**src/hdl/ipmr_pkg.sv**
```systemverilog
package ipmr_pkg;

   localparam int TableEntriesDefault = 256;
   localparam int EntryIndexWidth     = 8;
   localparam int ByteCountWidth      = 6;

   localparam logic [ByteCountWidth-1:0] CountMax        = 6'd63;
   localparam logic [ByteCountWidth-1:0] EtherTypeOffset = 6'd12;
   localparam logic [ByteCountWidth-1:0] SrcIpOffset     = 6'd26;
   localparam logic [ByteCountWidth-1:0] DstIpOffset     = 6'd30;
   localparam logic [ByteCountWidth-1:0] MinIpv4Bytes    = 6'd34;
   localparam logic [15:0]               EtherTypeIpv4   = 16'h0800;

   localparam logic OpFrameByte  = 1'b0;
   localparam logic OpTableWrite = 1'b1;

   localparam logic VerdictPass     = 1'b0;
   localparam logic VerdictRedirect = 1'b1;

   typedef struct packed {
      logic                       opcode;
      logic [7:0]                 frame_byte;
      logic                       frame_last;
      logic [EntryIndexWidth-1:0] entry_index;
      logic                       entry_valid;
      logic [31:0]                entry_src_ip;
      logic [31:0]                entry_dst_ip;
      logic [15:0]                entry_port;
      logic [47:0]                entry_dest_mac;
      logic [47:0]                entry_src_mac;
   } req_type;

   typedef struct packed {
      logic        verdict;
      logic [15:0] out_port;
      logic [47:0] new_dest_mac;
      logic [47:0] new_src_mac;
   } rsp_type;

   typedef struct packed {
      logic [31:0] src_ip;
      logic [31:0] dst_ip;
      logic [15:0] port;
      logic [47:0] dest_mac;
      logic [47:0] src_mac;
   } entry_data_type;

   typedef struct packed {
      logic           valid;
      entry_data_type data;
   } entry_type;

   typedef struct packed {
      logic                       en;
      logic [EntryIndexWidth-1:0] index;
      entry_type                  entry;
   } table_write_type;

   typedef struct packed {
      logic        eligible;
      logic [31:0] src_ip;
      logic [31:0] dst_ip;
   } hdr_type;

endpackage

```
**src/hdl/ipmr_cell.sv**
```systemverilog
module ipmr_cell
   import ipmr_pkg::*;
#(
   parameter int CELL_INDEX = 0
)
(
   input  logic            clock,
   input  logic            reset,
   input  table_write_type wr,
   input  logic            shift_en,
   input  entry_type       next_entry,
   output entry_type       entry
);

   logic           valid_ff;
   entry_data_type data_ff;
   logic           sel;

   assign sel   = wr.en && ({{(32-EntryIndexWidth){1'b0}}, wr.index} == 32'(CELL_INDEX));
   assign entry = '{valid: valid_ff, data: data_ff};

   always_ff @(posedge clock) begin
      if (reset) begin
         valid_ff <= 1'b0;
      end else if (sel) begin
         valid_ff <= wr.entry.valid;
      end else if (shift_en) begin
         valid_ff <= next_entry.valid;
      end
   end

   always_ff @(posedge clock) begin
      if (sel) begin
         data_ff <= wr.entry.data;
      end else if (shift_en) begin
         data_ff <= next_entry.data;
      end
   end

endmodule
```
**config.mk**
```make
export PLATFORM = sky130hd
export DESIGN_NAME = ipmr_cell
export DESIGN_NICKNAME = d
export VERILOG_FILES = /design/src/hdl/ipmr_pkg.sv /design/src/hdl/ipmr_cell.sv
export SDC_FILE = /design/constraint.sdc
export NUM_CORES = 1
export LEC_CHECK = 0
export BUFFER_PORTS_ARGS = -buffer_cell sky130_fd_sc_hd__buf_4
export CORE_AREA = 2 2 208 210
export DETAILED_ROUTE_END_ITERATION = 10
export DIE_AREA = 0 0 210 212
export GPL_TIMING_DRIVEN = 0
export PLACE_DENSITY = 0.42
export SLEW_MARGIN = 30
export SYNTH_ARGS = -nofsm -noshare
export SYNTH_HDL_FRONTEND = slang
export SYNTH_SLANG_ARGS = --single-unit
```
**constraint.sdc**
```tcl
create_clock -name clock -period 9.21 [get_ports clock]
set_clock_uncertainty 0.05 [all_clocks]
set_input_delay 1.842 -clock clock [delete_from_list [all_inputs] [get_ports clock]]
set_output_delay 1.842 -clock clock [all_outputs]
set_load 0.02 [all_outputs]
```
Word-level counts from Yosys, hierarchy flattened
Cells that the tools add are included.
{ "word_totals": {"reg_bits": 177} }
{ "op_classes": {"mux": 4, "reduce_logical": 3} }
{ "op_table": {"columns": ["cell", "n"], "rows": [
  ["2-to-1 mux 176 bit", 2],
  ["logical NOT 8 bit", 1],
  ["2-to-1 mux 1 bit", 2],
  ["nonzero test 2 bit", 1],
  ["logical AND 1 bit", 1]
]} }

Longest topological paths before layout
{ "depth": {"depth_word": 3, "ltp_mapped": 5, "depth_no_buf": 3} }

Worst setup path before layout
Ideal clock, no wire load.
{ "synth_path": {"kind": "input to register", "startpoint": "input port wr[178] (netlist name)", "endpoint": "register data_ff, in the netlist entry[0] (enable)", "setup_ns": 0.568, "arrival_ns": 6.707, "slack_ns": 1.885, "path_stages": 5, "path_buffers": 2, "path_cell_list": "nor4_2 > nand4b_2 > buf_2 > buf_4 > nand2b_1"} }
{ "synth_between": {"elab_chain_cells": 3} }
{ "synth_lines": {"columns": ["item", "line_no", "source"], "rows": [
  ["from (decl)", "ipmr_cell.sv:9", "input table_write_type wr,"],
  ["logical NOT 8 bit", "ipmr_cell.sv:19", "assign sel = wr.en && ({{(32-EntryIndexWidth){1'b0}}, wr.index} == 32'(CELL_INDEX));"],
  ["logical AND 1 bit", "ipmr_cell.sv:19", null],
  ["nonzero test 2 bit (no source line)", null, null],
  ["to (signal assigned)", "ipmr_cell.sv:34", "data_ff <= wr.entry.data;"],
  ["to (signal assigned)", "ipmr_cell.sv:36", "data_ff <= next_entry.data;"],
  ["to (decl)", "ipmr_cell.sv:16", "entry_data_type data_ff;"]
]} }
No other way between the ends.
A chain may end at the register's enable or synchronous reset.

Worst setup path after layout
{ "layout_path": {"startpoint": "input port wr[178] (netlist name)", "endpoint": "register data_ff, in the netlist entry[67] (enable)"} }
Same word-level chain as after synthesis.

==> run_results.csv <==
group,metric,value,unit
worst_hold_path,min_from,"valid_ff",
drt,initialDrtViolationCount,172,
drt,routedWlPerCell,18.2,um
grt,track_usage,12.1,%
grt,grt_start_max_net_pins,43,
floorplan,chipHeight,212,um
final_layout,drive_gt1_share,67.5,%
floorplan,start_util,17.7,%
logic_synthesis,yosysWarnings,0,
grt,grt_pass1_vias,5842,
clock_tree,clock-sinks,177,
critical_path,crit_start,"wr[178]",
placed_design,post_dp_cell_area,0.0124,sq mm
critical_path,path_max_fanout,42,
critical_path,endpoint_kind,"flip-flop",
floorplan,die_x,210,um
final_layout,fillers,4312,
logic_synthesis,syn_nets,747,
floorplan,core-area,0.0425,sq mm
grt,overflow,0,
worst_hold_path,hold_class,"reg2reg",
sta,maxSlewHeadroom,58.4,%
clock_tree,cts_setup_buffers,0,
logic_synthesis,synth_flop_cell,"edfxtp_1",
clock_tree,clock_path_buffers,2,
logic_synthesis,yosys_register_bits,177,
logic_synthesis,netlist_area,0.00752,sq mm
logic_synthesis,syn_inst,381,
sta,whs,0.593,ns
sta,setup_violations,0,
final_layout,final_common_cell,"buf_4",
power_and_ir_drop,total_power,2.06,mW
clock_tree,cts_tree,"built",
final_layout,fin_area,0.0129,sq mm
logic_synthesis,synth_edf_count,176,
sta,fin_crit_sh,44.8,%
power_and_ir_drop,vdd_drop_max,0.113,mV
drt,drcViolationCount,0,
final_layout,num-nets-final,1312,
critical_path,critical_path_arrival,4.23,ns
final_layout,areaGrowthSynthToFinish,72.0,%
power_and_ir_drop,pwr_density_cell,159,mW/mm^2
final_layout,n_antenna_cell,0,
run,max_cap_violations,0,
floorplan,fp-row-count,76,
drt,firstDrtPassIters,4,
sta,slew_viol_final,0,
placed_design,gp_congestion,0.740,
final_layout,layout_common_cells,"buf_4, edfxtp_1, mux2_1",
sta,worstMarginPinSlew,0.624,ns
placed_design,dp_hpwl,21800,um
critical_path,worstSetupStartpointType,"input port",
logic_synthesis,synthDistinctLibCells,15,
clock_tree,cts_root_buf,"clkbuf_16",
critical_path,required,9.31,ns
critical_path,r2r_setup_slack,8.30,ns
clock_tree,cts.htree.levels,4,
drt,viasPerCell,3.78,
floorplan,die_area,0.0445,sq mm
logic_synthesis,syn_area_per_cell,19.7,sq um
clock_tree,clk_latency,0.47,ns
power_and_ir_drop,p_leak,5.51,nW
logic_synthesis,synth_sequential_area_ratio,70.6,%
clock_tree,cts-buffers-inserted,17,
final_layout,fin_util,30.4,%
sta,max_freq,242,MHz
drt,finalWirelength,27400,um
sta,rsz0062_at_grt,"no",
grt,grt_pass1_wl,38000,um
critical_path,critPathKind,"in2reg",
clock_tree,ctsHoldBuffers,0,
logic_synthesis,async_reset_ff_share,0,%
drt,ant_nets,0,
clock_tree,clk_pin_slew,0.07,ns
critical_path,r2r-start,"valid_ff",
grt,antenna_found_initial,0,
sta,hold_viol,0,
placed_design,numPortBuffers,542,
status,outcome,"finished, final reports clean",
drt,vias,5685,
clock_tree,cts_resized,0,
sta,fin_crit,4.12,ns
floorplan,io_pins,543,
-- layout make-up --
class                      count  area, sq um  share of cell area [%]
sequential                   177         5310                    41.0
timing repair buffer         546         4160                    32.2
multi-input combinational    184         2060                    15.9
tap                          546          683                    5.29
clock buffer                  21          440                    3.41
buffer                        20          159                    1.23
clock inverter                10          114                   0.881
-- synthesized netlist by cell type (5+ instances only) --
master	n	area, sq um
mux2_2	58	653
mux2_1	119	1340
buf_1	5	18.8
edfxtp_1	176	5290
buf_4	6	45.0
buf_6	8	90.1
-- metrics by stage --
step | setup WS (ns) | cells | TNS [ns]
2_1_floorplan | 1.89 | 381 | 0
5_1_grt | 4.87 | 1504 | 0
3_3_place_gp | -1.43 | 1469 | -245.73
4_1_cts | 5.02 | 1504 | 0
3_5_place_dp | 4.47 | 1473 | 0
6_report | 5.09 | 1504 | 0
-- critical path, cell delays in order --
cell and delay, ns:
buf_4 0.11, nor4_2 0.29, nand4b_2 0.38, buf_2 0.36, buf_4 0.23, nand2b_4 0.37
buf_16 0.30, buf_16 0.26
-- worst paths after layout --
path | to | cells after the start
max reg2reg | valid_ff | 3
min reg2reg | valid_ff | 3
max | entry[67] | 8
min | valid_ff | 3
-- layer usage --
metal	track usage (%)	share of wire [%]
met2	21.2	52
met4	5.40	2.2
met5	0	0
met1	11.9	35
met3	6.32	11
-- cells by family (layout without fill, tap and decap cells) --
kind of cell	Yosys count	in the layout	share of synthesized area, %
simple gates	6	6	0.649
buf+inv	20	597	2.11
flops	177	177	70.6
mux	178	178	26.7
-- flip-flops by register name, indices dropped and copies added, names as in the netlist --
name,count
entry,176
valid_ff,1
-- report_power, final --
group / internal, mW / leakage (nW) / switching [mW]
clock: 0.396 / 0.262 / 0.327
combinational: 0.200 / 3.52 / 0.162
sequential: 0.957 / 1.73 / 0.0176
total: 1.55 / 5.51 / 0.507
Power figures use the tool's default switching activity.
