==> src/hdl/ipmr_pkg.sv <==
package ipmr_pkg;

   localparam int TableEntriesDefault = 256;
   localparam int EntryIndexWidth     = 8;
   localparam int ByteCountWidth      = 6;

   localparam logic [ByteCountWidth-1:0] CountMax        = 6'd63;
   localparam logic [ByteCountWidth-1:0] EtherTypeOffset = 6'd12;
   localparam logic [ByteCountWidth-1:0] SrcIpOffset     = 6'd26;
   localparam logic [ByteCountWidth-1:0] DstIpOffset     = 6'd30;
   localparam logic [ByteCountWidth-1:0] MinIpv4Bytes    = 6'd34;
   localparam logic [15:0]               EtherTypeIpv4   = 16'h0800;

   localparam logic OpFrameByte  = 1'b0;
   localparam logic OpTableWrite = 1'b1;

   localparam logic VerdictPass     = 1'b0;
   localparam logic VerdictRedirect = 1'b1;

   typedef struct packed {
      logic                       opcode;
      logic [7:0]                 frame_byte;
      logic                       frame_last;
      logic [EntryIndexWidth-1:0] entry_index;
      logic                       entry_valid;
      logic [31:0]                entry_src_ip;
      logic [31:0]                entry_dst_ip;
      logic [15:0]                entry_port;
      logic [47:0]                entry_dest_mac;
      logic [47:0]                entry_src_mac;
   } req_type;

   typedef struct packed {
      logic        verdict;
      logic [15:0] out_port;
      logic [47:0] new_dest_mac;
      logic [47:0] new_src_mac;
   } rsp_type;

   typedef struct packed {
      logic [31:0] src_ip;
      logic [31:0] dst_ip;
      logic [15:0] port;
      logic [47:0] dest_mac;
      logic [47:0] src_mac;
   } entry_data_type;

   typedef struct packed {
      logic           valid;
      entry_data_type data;
   } entry_type;

   typedef struct packed {
      logic                       en;
      logic [EntryIndexWidth-1:0] index;
      entry_type                  entry;
   } table_write_type;

   typedef struct packed {
      logic        eligible;
      logic [31:0] src_ip;
      logic [31:0] dst_ip;
   } hdr_type;

endpackage

==> src/hdl/ipmr_parse.sv <==
module ipmr_parse
   import ipmr_pkg::*;
(
   input  logic       clock,
   input  logic       reset,
   input  logic       byte_en,
   input  logic [7:0] frame_byte,
   input  logic       frame_last,
   output hdr_type    hdr
);

   logic [ByteCountWidth-1:0] count_ff, count_in;
   logic [15:0]               ether_ff, ether_in;
   logic [31:0]               src_ff, src_in;
   logic [31:0]               dst_ff, dst_in;

   always_comb begin
      count_in = count_ff;
      ether_in = ether_ff;
      src_in   = src_ff;
      dst_in   = dst_ff;
      if (count_ff == EtherTypeOffset || count_ff == EtherTypeOffset + 6'd1) begin
         ether_in = {ether_ff[7:0], frame_byte};
      end else if (count_ff >= SrcIpOffset && count_ff < DstIpOffset) begin
         src_in = {src_ff[23:0], frame_byte};
      end else if (count_ff >= DstIpOffset && count_ff < MinIpv4Bytes) begin
         dst_in = {dst_ff[23:0], frame_byte};
      end
      if (count_ff != CountMax) begin
         count_in = count_ff + 6'd1;
      end
      hdr.eligible = (count_in >= MinIpv4Bytes) && (ether_in == EtherTypeIpv4);
      hdr.src_ip   = src_in;
      hdr.dst_ip   = dst_in;
   end

   always_ff @(posedge clock) begin
      if (reset) begin
         count_ff <= '0;
         ether_ff <= '0;
         src_ff   <= '0;
         dst_ff   <= '0;
      end else if (byte_en) begin
         if (frame_last) begin
            count_ff <= '0;
            ether_ff <= '0;
            src_ff   <= '0;
            dst_ff   <= '0;
         end else begin
            count_ff <= count_in;
            ether_ff <= ether_in;
            src_ff   <= src_in;
            dst_ff   <= dst_in;
         end
      end
   end

endmodule

==> config.mk <==
export PLATFORM = sky130hd
export DESIGN_NAME = ipmr_parse
export DESIGN_NICKNAME = d
export VERILOG_FILES = /design/src/hdl/ipmr_pkg.sv /design/src/hdl/ipmr_parse.sv
export SDC_FILE = /design/constraint.sdc
export NUM_CORES = 1
export LEC_CHECK = 0
export BUFFER_PORTS_ARGS = -buffer_cell sky130_fd_sc_hd__buf_2
export CAP_MARGIN = 10
export CORE_ASPECT_RATIO = 0.9
export CORE_UTILIZATION = 55
export CTS_CLUSTER_DIAMETER = 30
export DETAILED_ROUTE_END_ITERATION = 8
export PLACE_DENSITY = 0.85
export SYNTH_ARGS = -nofsm -noshare
export SYNTH_HDL_FRONTEND = slang
export SYNTH_SLANG_ARGS = --single-unit
==> constraint.sdc <==
create_clock -name clock -period 6.4 [get_ports clock]
set_clock_uncertainty 0.2 [all_clocks]
set_input_delay 1.92 -clock clock [delete_from_list [all_inputs] [get_ports clock]]
set_output_delay 1.92 -clock clock [all_outputs]
set_load 0.05 [all_outputs]
## Yosys cells after proc, flatten, opt, wreduce, memory -nomap -nowiden

Index checks and enable logic that the tools add are counted.

- Add/subtract/negate cells: 1
- $lt $le $gt $ge: 5
- Eq/ne operators: 4
- Mux-type cells: 11
- Reductions and logical operators: 4

Operators by type and width:

| kind | number |
|---|---|
| two-way mux 32 bit | 7 |
| two-way mux 16 bit | 2 |
| equality test 16 x 12 -> 1 bit, second input constant | 1 |
| equality test 6 x 4 -> 1 bit, second input constant | 2 |
| >= comparator 6 x 5 -> 1 bit, second input constant | 2 |
| two-way mux 6 bit | 2 |
| adder 6 x 1 -> 6 bit, second input constant | 1 |
| >= comparator 6 bit, second input constant | 1 |
| less-than comparator 6 x 5 -> 1 bit, second input constant | 1 |
| less-than comparator 6 bit, second input constant | 1 |
| inequality test 6 bit, second input constant | 1 |
| logical AND 1 bit | 3 |
| logical OR 1 bit | 1 |

- Bits in registers: 86
- Bits of input ports: 12
- Output and inout port bits: 65

## Logic depth before layout (Yosys ltp)

Gate-level depths: netlist (run 1).

- Word-level depth: 6
- Mapped depth: 7

## Worst setup path before layout (run 1)

OpenSTA, ideal clock, no wires.

- Path type: input port to output port
- From: input frame_byte[5]
- To: output hdr[64] (netlist name)
- Data arrival time: 3788 ps
- Required time: 4280 ps
- Path slack: 492 ps
- Cell stages on the path: 4
- Buffers on the path: 0
- Path through: nor4_1 nand4_1 mux2_2 a311oi_1

RTL lines:

| element | line | text |
|---|---|---|
| start: declaration | ipmr_parse.sv:7 | `input logic [7:0] frame_byte,` |
| end: declaration | ipmr_parse.sv:9 | `output hdr_type hdr` |

==> results_dict.tcl, run 1 <==
set metrics [dict create \
    grt_remaining_overflow 0 \
    grt.total_usage_pct 24.3 \
    cts.path.max_buffers 2 \
    yosysTopAreaCell "dfxtp_1" \
    cp_max_fo 6 \
    hp-start "ether_ff[4]" \
    drt_iter0_markers 188 \
    min_path_type "reg2reg" \
    r2r-end "dst_ff[4]" \
    antenna_found_initial 0 \
    drt-total-wl_um 8880 \
    fmax_mhz 178 \
    place.gp.congestion 0.913 \
    min_period_ns 5.61 \
    area_growth_pct 15.0 \
    critPathMostFrequentCell "buf_2" \
    core_um2 6690 \
    io_buffers 76 \
    slowest_stage "nor4_1" \
    seqCellArea_um2 1720 \
    critPathArrivalTime_ns 3.49 \
    slew_headroom_pct 21.1 \
    synth_seq_area_share_pct 44.4 \
    fin_ws_ns 0.793 \
    htreeDepth 3 \
    grt_pass1_vias 2765 \
    grt_pass1_wl_um 14000 \
    path_clk_slew_ns 0.09 \
    hold_path_depth 2 \
    die_h_um 81.7 \
    rows 28 \
    worstSetupPathType "in2out" \
    syn_nets 384 \
    ir_drop_mv 0.122 \
    post_cts_resized 0 \
    crit_chain "buf_2 -> nor4_1 -> nand4_1 -> mux2_2 -> a311oi_1 -> buf_2" \
    dp_cells 510 \
    clk_latency_ns 0.35 \
    die-area_um2 7390 \
    status "finished, final reports clean" \
    syn_avg_cell_area_um2 10.5 \
    power_density_nw_per_um2 209 \
    cts.sinks 86 \
    maxCapViolCount 0 \
    cts_tree "yes" \
    worstHoldEndpoint "ether_ff[12]" \
    cts.root.buffer_cell "clkbuf_8" \
    cpPeakStageDelay_ns 0.36 \
    ys_ff_latch 86 \
    hpwl_um 5950 \
    cts_buffers 9 \
    tns_ns 0 \
    drc 0 \
    postCtsHoldBufs 0 \
    n_antenna_cell 0 \
    power_leakage_nw 1.95 \
    multiInputGateArea_um2 1990 \
    start_util_pct 58.0 \
    post_cts_buffers 0 \
    synthArstFlopShare_pct 0 \
    pin_count 77 \
    tightestPinTransition_ns 1.18 \
    hold_viol_final 0 \
    finalMaxSlewViolations 0 \
    nNetsFinal 447 \
    fill_cells 565 \
    synth_cell_types 41 \
    grt_max_degree 34 \
    dpl_worst_slack_ns 0.834 \
    cp.buffers_inverters 2 \
    crit_required_ns 4.28 \
    syn_area_um2 3880 \
    synth_top_area_share_pct 44.4 \
    ys_warn_count 0 \
    critPathCaptureType "output port" \
    rsz0062_at_grt "no" \
    netlist_instances 368 \
    drive_above_1_share_pct 39.0 \
    reg2reg_depth 5 \
    layout_commonest_cell "dfxtp_1" \
    wire_per_inst_um 16.9 \
    netlist_top_cells_area "dfxtp_1 44%, mux2_2 19%, a22o_1 14%" \
    die_x_um 90.5 \
    rrSetupSlack_ns 3.44 \
    synth_edf_count 0 \
    final_cell_mix "86 x dfxtp_1, 76 x buf_2, 65 x mux2_2" \
    cp-start-kind "input port" \
    synth-main-ff-cell "dfxtp_1" \
    setup_viol 0 \
    cp_top_family "simple AND/OR/NAND/NOR gates" \
    finalNonFillerCells 526 \
    drtPass1Iterations 5 \
    drtAntennaViolNets 0 \
    via_count 3156 \
    via_per_inst 6.00 \
    fin_crit_sh_pct 87.6 \
    r2r-start "count_ff[5]" \
]
[sequential cells by signal (all words and copies together) (netlist names)]
register and cells:
src_ff 32, dst_ff 32, ether_ff 16, count_ff 6
[cell families (layout without fill, tap and decap cells)]
logic type | Yosys count | after routing | synth area share [%]
buffers and inverters | 37 | 105 | 4.93
adders and majority gates | 4 | 4 | 1.29
muxes | 65 | 65 | 18.9
and+or+nand+nor | 56 | 56 | 7.84
DFF | 86 | 86 | 44.4
AOI/OAI and AO/OA | 120 | 120 | 22.7
[worst register-to-register path: stages, from the launching register on]
cell	delay [ns]
dfxtp_1	0.49
or4b_1	0.49
o22a_1	0.20
buf_4	0.27
nor3_4	0.98
a22o_1	0.27
[metal layers]
layer	up-vias	global-route usage, %	wire length, um
met2	101	40.2	4390
met5	-	0	0
met4	0	9.68	159
met3	12	5.46	515
li1	1530	-	-
met1	1513	31.2	3810
[Yosys cell counts (all sizes together) (2+ instances only)]
cell,instances
mux2,65
dfxtp,86
nor3,9
nor4,2
o21ai,18
a21oi,25
clkbuf,13
nand3,2
nor4b,2
a22o,64
inv,7
buf,17
ha,4
nand2,20
and2,2
o31ai,2
nor2,10
[through the flow]
stage	hold WS, ns	util (%)	area (um2)	total power [mW]
detailed placement	0.260	63.9	4270	0.580
global placement	0.250	63.9	4270	0.579
floorplan	0.241	-	3880	0.566
CTS	0.276	66.7	4460	0.939
finish	0.278	66.7	4460	0.931
global route	0.301	66.7	4460	0.967
[area by class of cell]
cell class	count	area share [%]
timing repair buffer	82	9.53
clock inverter	6	1.18
tap	90	2.52
inverter	7	0.589
sequential	86	38.6
multi-input combinational	245	44.5
clock buffer	10	3.08
[power breakdown]
part           switching, mW  leakage, nW  internal [mW]
combinational         0.0252         1.17        0.00698
sequential          0.000922        0.692          0.535
clock                  0.205       0.0914          0.158
total                  0.232         1.95          0.700
[worst max path at each step]
stage	start	to	slack [ns]	cells after the start
final	frame_byte[5]	hdr[64]	0.79	6
after global routing	frame_byte[5]	hdr[64]	0.71	6
after CTS	frame_byte[5]	hdr[64]	0.82	6
after detailed placement	frame_byte[5]	hdr[64]	0.83	6
after global placement	frame_byte[5]	hdr[64]	0.86	6
after floorplan	frame_byte[5]	hdr[64]	0.49	4
No activity file was read; power rests on OpenSTA's default activity.
==> inputs of run 2 (changes only) <==
- CELL_PAD_IN_SITES_DETAIL_PLACEMENT: unset -> 0
- CELL_PAD_IN_SITES_GLOBAL_PLACEMENT: unset -> 2
- CORE_UTILIZATION: 55 -> 35
- clock period: 6.4 -> 5.31 ns (I/O delays scaled with it)
==> results_dict.tcl, run 2 (same netlist as run 1, synthesis figures left out) <==
set metrics [dict create \
    slew_headroom_pct 22.4 \
    top_regs "dst_ff x32, src_ff x32, ether_ff x16" \
    nNetsFinal 447 \
    critPathCaptureType "output port" \
    die-area_um2 11500 \
    die_h_um 102 \
    cts_tree "yes" \
    hold_ws_ns 0.277 \
    grt.total_usage_pct 16.3 \
    fin_crit_sh_pct 92.6 \
    grt_pass1_vias 2742 \
    io_buffers 76 \
    cts.sinks 86 \
    final_util_pct 42.9 \
    ir_drop_mv 0.133 \
    tightestPinTransition_ns 1.16 \
    worstSetupPathType "in2out" \
    setup_viol 0 \
    drt-total-wl_um 9180 \
    drc 0 \
    finalMaxSlewViolations 0 \
    hpwl_um 6050 \
    htreeDepth 3 \
    area_growth_pct 19.4 \
    core_um2 10800 \
    drt_iter0_markers 172 \
    rows 36 \
    pin_count 77 \
    drtAntennaViolNets 0 \
    dp_cells 553 \
    grt_remaining_overflow 0 \
    power_frac_seq_pct 48.5 \
    n_antenna_cell 0 \
    hold_viol_final 0 \
    postCtsHoldBufs 0 \
    antenna_found_initial 0 \
    total_power_mw 1.33 \
    cts_buffers 9 \
    min_path_type "reg2reg" \
    cp-start-kind "input port" \
    combPwrFrac_pct 3.0 \
    crit_required_ns 3.52 \
    power_density_nw_per_um2 288 \
    via_count 3058 \
    power.switching_mw 0.299 \
    final_cell_mix "86 x dfxtp_1, 76 x buf_2, 65 x mux2_2" \
    post_cts_buffers 0 \
    internal_power_mw 1.04 \
    clk_latency_ns 0.34 \
    layout_commonest_cell "dfxtp_1" \
    min_period_ns 4.92 \
    path_clk_slew_ns 0.06 \
    rsz0062_at_grt "no" \
    start_util_pct 35.9 \
    drtPass1Iterations 4 \
    post_cts_resized 0 \
    cts.path.max_buffers 2 \
    die_x_um 113 \
    cp_max_fo 6 \
    via_per_inst 5.37 \
    finalNonFillerCells 569 \
    grt_pass1_wl_um 14600 \
    switching_share_pct 22.4 \
    critPathArrivalTime_ns 3.12 \
    drive_above_1_share_pct 39.0 \
    cts.root.buffer_cell "clkbuf_16" \
    clkPwrFrac_pct 48.6 \
    maxCapViolCount 0 \
    power_leakage_nw 2.02 \
    place.gp.congestion 0.736 \
    fmax_mhz 203 \
    tns_ns 0 \
    wire_per_inst_um 16.1 \
    status "finished, final reports clean" \
    grt_max_degree 34 \
]
-- run 2: through the flow --
step           setup slack [ns]  instance area, um2
3_5_place_dp              0.414                4330
2_1_floorplan            0.0557                3880
6_report                  0.395                4630
4_1_cts                   0.408                4630
3_3_place_gp              0.423                4330
5_1_grt                   0.334                4630
-- run 2: layer usage --
layer | track usage (%) | routed length, um
met5 | 0 | 0
met2 | 25.3 | 4140
met3 | 4.21 | 318
met1 | 22.5 | 4620
met4 | 5.16 | 110
-- run 2: worst paths after layout --
kind | startpoint | endpoint | slack, ns | depth (start not counted)
hold / removal | ether_ff[8] | ether_ff[8] | 0.28 | 2
setup / recovery | frame_byte[5] | hdr[64] | 0.39 | 6
setup reg to reg | count_ff[3] | src_ff[27] | 2.33 | 6
hold reg to reg | ether_ff[8] | ether_ff[8] | 0.28 | 2
-- run 2: worst max-delay path, cell delays in order --
cell      delay (ns)
buf_2           0.15
nor4_1          0.33
nand4_1         0.15
mux2_2          0.29
a311oi_1        0.29
buf_2           0.32
-- run 2: final cells by class --
class                      count  area, um2
clock buffer                  10        239
clock inverter                 6       68.8
fill                        1067       6180
inverter                       7       26.3
multi-input combinational    245       1990
sequential                    86       1720
tap                          133        166
timing repair buffer          82        425
-- run 2: power by group through the flow --
stage	Combinational, mW	Sequential (mW)	Clock, mW
detailed placement	0.0400	0.661	0
global placement	0.0393	0.661	0
finish	0.0397	0.646	0.648
global route	0.0439	0.646	0.687
floorplan	0.0220	0.661	0
CTS	0.0400	0.646	0.664
==> inputs of run 3 (changes only) <==
- CORE_ASPECT_RATIO: 0.9 -> unset
==> results_dict.tcl, run 3 (same netlist as run 1, synthesis figures left out) <==
set metrics [dict create \
    setup_viol 0 \
    cts_buffers 9 \
    drtAntennaViolNets 0 \
    htreeDepth 3 \
    fin_crit_sh_pct 91.7 \
    slew_headroom_pct 52.9 \
    critPathMostFrequentCell "buf_2" \
    top_regs "dst_ff x32, src_ff x32, ether_ff x16" \
    finalNonFillerCells 580 \
    critPathCaptureType "output port" \
    antenna_found_initial 2 \
    min_path_type "reg2reg" \
    drc 1 \
    cp-start-kind "input port" \
    crit_chain "buf_2 -> nor4_1 -> nand4_1 -> mux2_2 -> a311oi_1 -> buf_2" \
    cpPeakStageDelay_ns 0.32 \
    final_cell_mix "86 x dfxtp_1, 76 x buf_2, 65 x mux2_2" \
    fmax_mhz 205 \
    via_count 3110 \
    ir_drop_mv 0.100 \
    drtPass1Iterations 6 \
    io_buffers 76 \
    drive_above_1_share_pct 39.4 \
    wire_per_inst_um 16.4 \
    grt_pass1_wl_um 14900 \
    power_density_nw_per_um2 249 \
    area_growth_pct 17.2 \
    place.gp.congestion 0.810 \
    layout_commonest_cell "dfxtp_1" \
    rows 38 \
    violations "design-rule violations" \
    postCtsHoldBufs 0 \
    cts_tree "yes" \
    die-area_um2 11500 \
    grt_max_degree 34 \
    hpwl_um 6180 \
    critPathArrivalTime_ns 3.07 \
    post_cts_buffers 0 \
    slowest_stage "nor4_1" \
    via_per_inst 5.36 \
    cts.path.max_buffers 2 \
    drt-total-wl_um 9510 \
    path_clk_slew_ns 0.09 \
    start_util_pct 35.8 \
    dp_cells 563 \
    power_leakage_nw 1.97 \
    cts.sinks 86 \
    die_h_um 107 \
    tightestPinTransition_ns 0.705 \
    crit_required_ns 3.52 \
    hold_viol_final 0 \
    grt_remaining_overflow 0 \
    drt_iter0_markers 145 \
    pin_count 77 \
    post_cts_resized 0 \
    grt_pass1_vias 2745 \
    worstSetupPathType "in2out" \
    maxCapViolCount 0 \
    clk_latency_ns 0.36 \
    finalMaxSlewViolations 0 \
    nNetsFinal 450 \
    cp_max_fo 2 \
    cts.root.buffer_cell "clkbuf_8" \
    grt.total_usage_pct 16.6 \
    status "finished with violations" \
    core_um2 10800 \
    tns_ns 0 \
    rsz0062_at_grt "no" \
    min_period_ns 4.87 \
    die_x_um 107 \
]
run 3: metal layers:
layer,vias up,routed length (um),share of wire (%),global-route usage [%]
li1,1519,-,-,-
met2,85,4360,46,24.3
met5,-,10,0.11,0
met3,8,568,6.0,3.93
met4,2,57,0.60,5.68
met1,1496,4510,47,23.7
run 3: cell type report:
cell class	count	area, um2
inverters	7	26.3
clock inverters	7	62.6
fillers	1103	6290
flip-flops and latches	86	1720
repair buffers	85	448
multi-input cells	245	1990
well taps	140	175
clock buffers	9	124
diodes	1	2.50
run 3: report_power, final:
| group | switching [mW] | internal, mW |
|---|---|---|
| logic | 0.0326 | 0.00931 |
| clock network | 0.262 | 0.181 |
| registers | 0.00109 | 0.645 |
| total | 0.296 | 0.835 |
run 3: critical path: cells and delay by family:
kind / cells / cell delay [ns]
AOI/OAI and AO/OA: 1 / 0.29
and+or+nand+nor: 2 / 0.45
muxes: 1 / 0.29
buffers and inverters: 2 / 0.44
run 3: path summary, 6_finish.rpt:
path,from,to,slack [ns],cells past startpoint
max,frame_byte[5],hdr[64],0.44,6
min,ether_ff[7],ether_ff[15],0.27,2
max reg2reg,count_ff[3],src_ff[25],2.81,6
min reg2reg,ether_ff[7],ether_ff[15],0.27,2
run 3: per-stage QoR:
| step | utilization [%] | worst slack [ns] | instance area [um2] | hold WS (ns) | power, mW |
|---|---|---|---|---|---|
| finish | 41.9 | 0.443 | 4550 | 0.272 | 1.13 |
| detailed placement | 40.2 | 0.467 | 4360 | 0.260 | 0.703 |
| CTS | 41.9 | 0.460 | 4540 | 0.276 | 1.14 |
| global placement | 40.2 | 0.455 | 4360 | 0.252 | 0.703 |
| floorplan | - | 0.0557 | 3880 | 0.241 | 0.683 |
| global route | 41.9 | 0.364 | 4550 | 0.297 | 1.18 |
